$ cat config.mk
export PLATFORM = sky130hd
export DESIGN_NAME = oaht_ram
export DESIGN_NICKNAME = d
export VERILOG_FILES = /design/src/design/oaht_ram.sv
export SDC_FILE = /design/constraint.sdc
export NUM_CORES = 1
export LEC_CHECK = 0
export CORE_ASPECT_RATIO = 1.4
export CORE_MARGIN = 5
export CORE_UTILIZATION = 29
export DETAILED_ROUTE_END_ITERATION = 6
export DONT_BUFFER_PORTS = 1
export HOLD_SLACK_MARGIN = 0.02
export PLACE_DENSITY_LB_ADDON = 0.08
export SLEW_MARGIN = 20
export SYNTH_ARGS = -nofsm -noshare
export SYNTH_HDL_FRONTEND = slang
export SYNTH_SLANG_ARGS = --single-unit
$ cat constraint.sdc
create_clock -name aclk -period 5.9 [get_ports aclk]
set_clock_uncertainty 0.2 [all_clocks]
set_input_delay 1.18 -clock aclk [delete_from_list [all_inputs] [get_ports aclk]]
set_output_delay 1.18 -clock aclk [all_outputs]
set_load 0.005 [all_outputs]
$ cat src/design/oaht_ram.sv
// ----------------------------------------------------------------------------
// oaht_ram
// Generic single-port-write, single-port-read RAM with registered read.
// ----------------------------------------------------------------------------
module oaht_ram #(
    parameter int unsigned WIDTH = 8,
    parameter int unsigned DEPTH = 16
) (
    input  logic                     aclk,
    input  logic                     wr_en,
    input  logic [$clog2(DEPTH)-1:0] wr_addr,
    input  logic [WIDTH-1:0]         wr_data,
    input  logic [$clog2(DEPTH)-1:0] rd_addr,
    output logic [WIDTH-1:0]         rd_data
);

    logic [WIDTH-1:0] mem [DEPTH];

    // Write port and registered read port.
    always_ff @(posedge aclk) begin
        if (wr_en) begin
            mem[wr_addr] <= wr_data;
        end
        rd_data <= mem[rd_addr];
    end

endmodule

==> out/results.ini <==
[status]
status=finished, final reports clean

[timing]
hold_slack_ns=0.478
finalSetupViolations=0
maxSlewViolCount=0
min_period_over_period_pct=43.2
worstMarginPinSlew_ns=1.05
hold_viol=0
rsz0062_at_grt=false
min_period_ns=2.55
max_freq_mhz=392
fin_setup_tns_ns=0
relSlewSlack_pct=30.0
fin_ws_ns=3.35

[worst_setup_path]
path_max_fanout=8
critical-path-top-delay-family=simple AND/OR/NAND/NOR gates
arrival_ns=2.38
crit_buf_inv=0
slowest_delay_ns=0.70
path_cells=or3b_2, nor2_1
crit_path_end_kind=flip-flop
crit_path_top_delay_cell=nor2_1
crit_type=primary input to flip-flop
critPathLaunchType=primary input
cp.required_ns=5.73

[detailed_routing]
drt_iter0_drc=112
drc=0
avgRoutedWirePerCell_um=23.8
vias=2229
drtAntennaViolNets=0
drt-total-wl_um=11600
vias_per_cell=4.55
firstDrtPassIters=4

[floorplanning]
io-pin-count=26
fp-row-count=57
fp.dieH_um=168
floorplan.initialDensity_pct=29.6
core_mm2=0.0174
dieArea_mm2=0.0206
fp.dieW_um=123

[clocking]
cts_setup_buffers=0
cts_tree=yes
post_cts_resized=0
path_clk_slew_ns=0.06
numCtsBuffers=17
clk_latency_ns=0.41
cts.hold.buffers_added=0
ctsHtreeMaxLevel=4
cts_root_buf=clkbuf_16
clockBufferDepth=2
cts.sinks=136

[finish]
drive_gt1_share_pct=19.7
fin_area_mm2=0.00598
fin_nets=259
final_common_cell=edfxtp_1
fill_cells=1673
diodes=0
final_util_pct=34.4
final_cell_mix=128 x edfxtp_1, 18 x mux4_2, 17 x clkbuf_16
syn_to_final_growth_pct=16.1

[synth]
synth_top_area_share_pct=74.7
synth-seq-cells=136
synth_warnings=0
synthTopCellsByArea=edfxtp_1 75%, mux4_2 7.9%, mux4_1 7.1%, dfxtp_1 3.1%, a22oi_1 2.3%
syn_inst=229
syn_nets=247
synth_top_cell_by_area=edfxtp_1
synthesis.area_mm2=0.00515
avgSynthCellArea_um2=22.5
yosysUniqueCellTypes=19
yosysSeqAreaShare_pct=77.8

[placement]
dp.final_hpwl_um=7350
io_buffer_count=0
place_worst_setup_slack_ns=2.66
post_dp_cell_area_mm2=0.00538
gp_congestion=0.724

[grt]
grt_max_degree=33
track_usage_pct=12.3
grt_pass1_vias=2474
grt_overflow=0
antenna_found_initial=0
grt_pass1_wl_um=17000

[worst_hold_path]
hp-class=flip-flop to flip-flop

[power_and_ir_drop]
p_per_area_mw_per_mm2=371
ir_drop_mv=0.159
p_leak_nw=1.91

[run]
cap_viol_max_count=0

[per-layer routing]
metal  track usage, %  vias up  share of wire (%)
li1                 -      993                  -
met1             14.3     1169                 40
met2             20.7       58                 53
met3             4.72        9                5.0
met4             4.24        0                1.2
met5                0        -                  0
[synth_stat cells (all sizes together)]
cell type / instances
nand3b: 2
nand2b: 2
buf: 7
nand3: 1
dfxtp: 8
nor2b: 1
clkdlybuf4s25: 3
and2: 1
edfxtp: 128
a22oi: 16
nor3: 4
nor2: 13
mux4: 32
or3b: 1
nand2: 9
and2b: 1
[flip-flops by register name (all words and copies together) (netlist names)]
register  flops
mem         128
rd_data       8
[per-stage QoR]
stage,total power [mW],std cells
after floorplan,1.16,229
after global placement,1.17,458
after detailed placement,1.17,458
after CTS,2.25,490
after global routing,2.29,490
final,2.22,490
[path summary, 6_finish.rpt]
kind                            startpoint         end  slack, ns  cells after the start
worst max register to register   mem[1][3]  rd_data[3]       4.21                      3
worst min-delay path            mem[14][1]  rd_data[1]       0.48                      3
worst min register to register  mem[14][1]  rd_data[1]       0.48                      3
worst max-delay path            wr_addr[2]   mem[3][7]       3.35                      2
[power by group]
group          switching (mW)  internal, mW  leakage (nW)
clock                   0.373         0.700         0.296
sequential            0.00668          1.08          1.22
combinational          0.0291        0.0307         0.387
[layout make-up]
cell class	instances	area [µm²]	share of cell area [%]
clock buffers	21	440	7.37
clock inverters	11	154	2.57
multi-input cells	83	1060	17.8
flip-flops and latches	136	4000	67.0
well taps	236	295	4.94
repair buffers	3	22.5	0.377
[worst register-to-register path: cells and delay by family (launching register included)]
family | cells | cell delay, ns
AO/OA/AOI/OAI | 1 | 0.35
AND/OR/NAND/NOR | 1 | 0.09
flip-flops | 1 | 0.40
multiplexers | 1 | 0.53
[kinds of logic after synthesis]
group	Yosys count	synth area share, %
AOI/OAI and AO/OA	16	2.33
buffers and inverters	10	1.68
DFF	136	77.8
muxes	32	15.0
and+or+nand+nor	35	3.18
(Power assumes the default switching activity.)
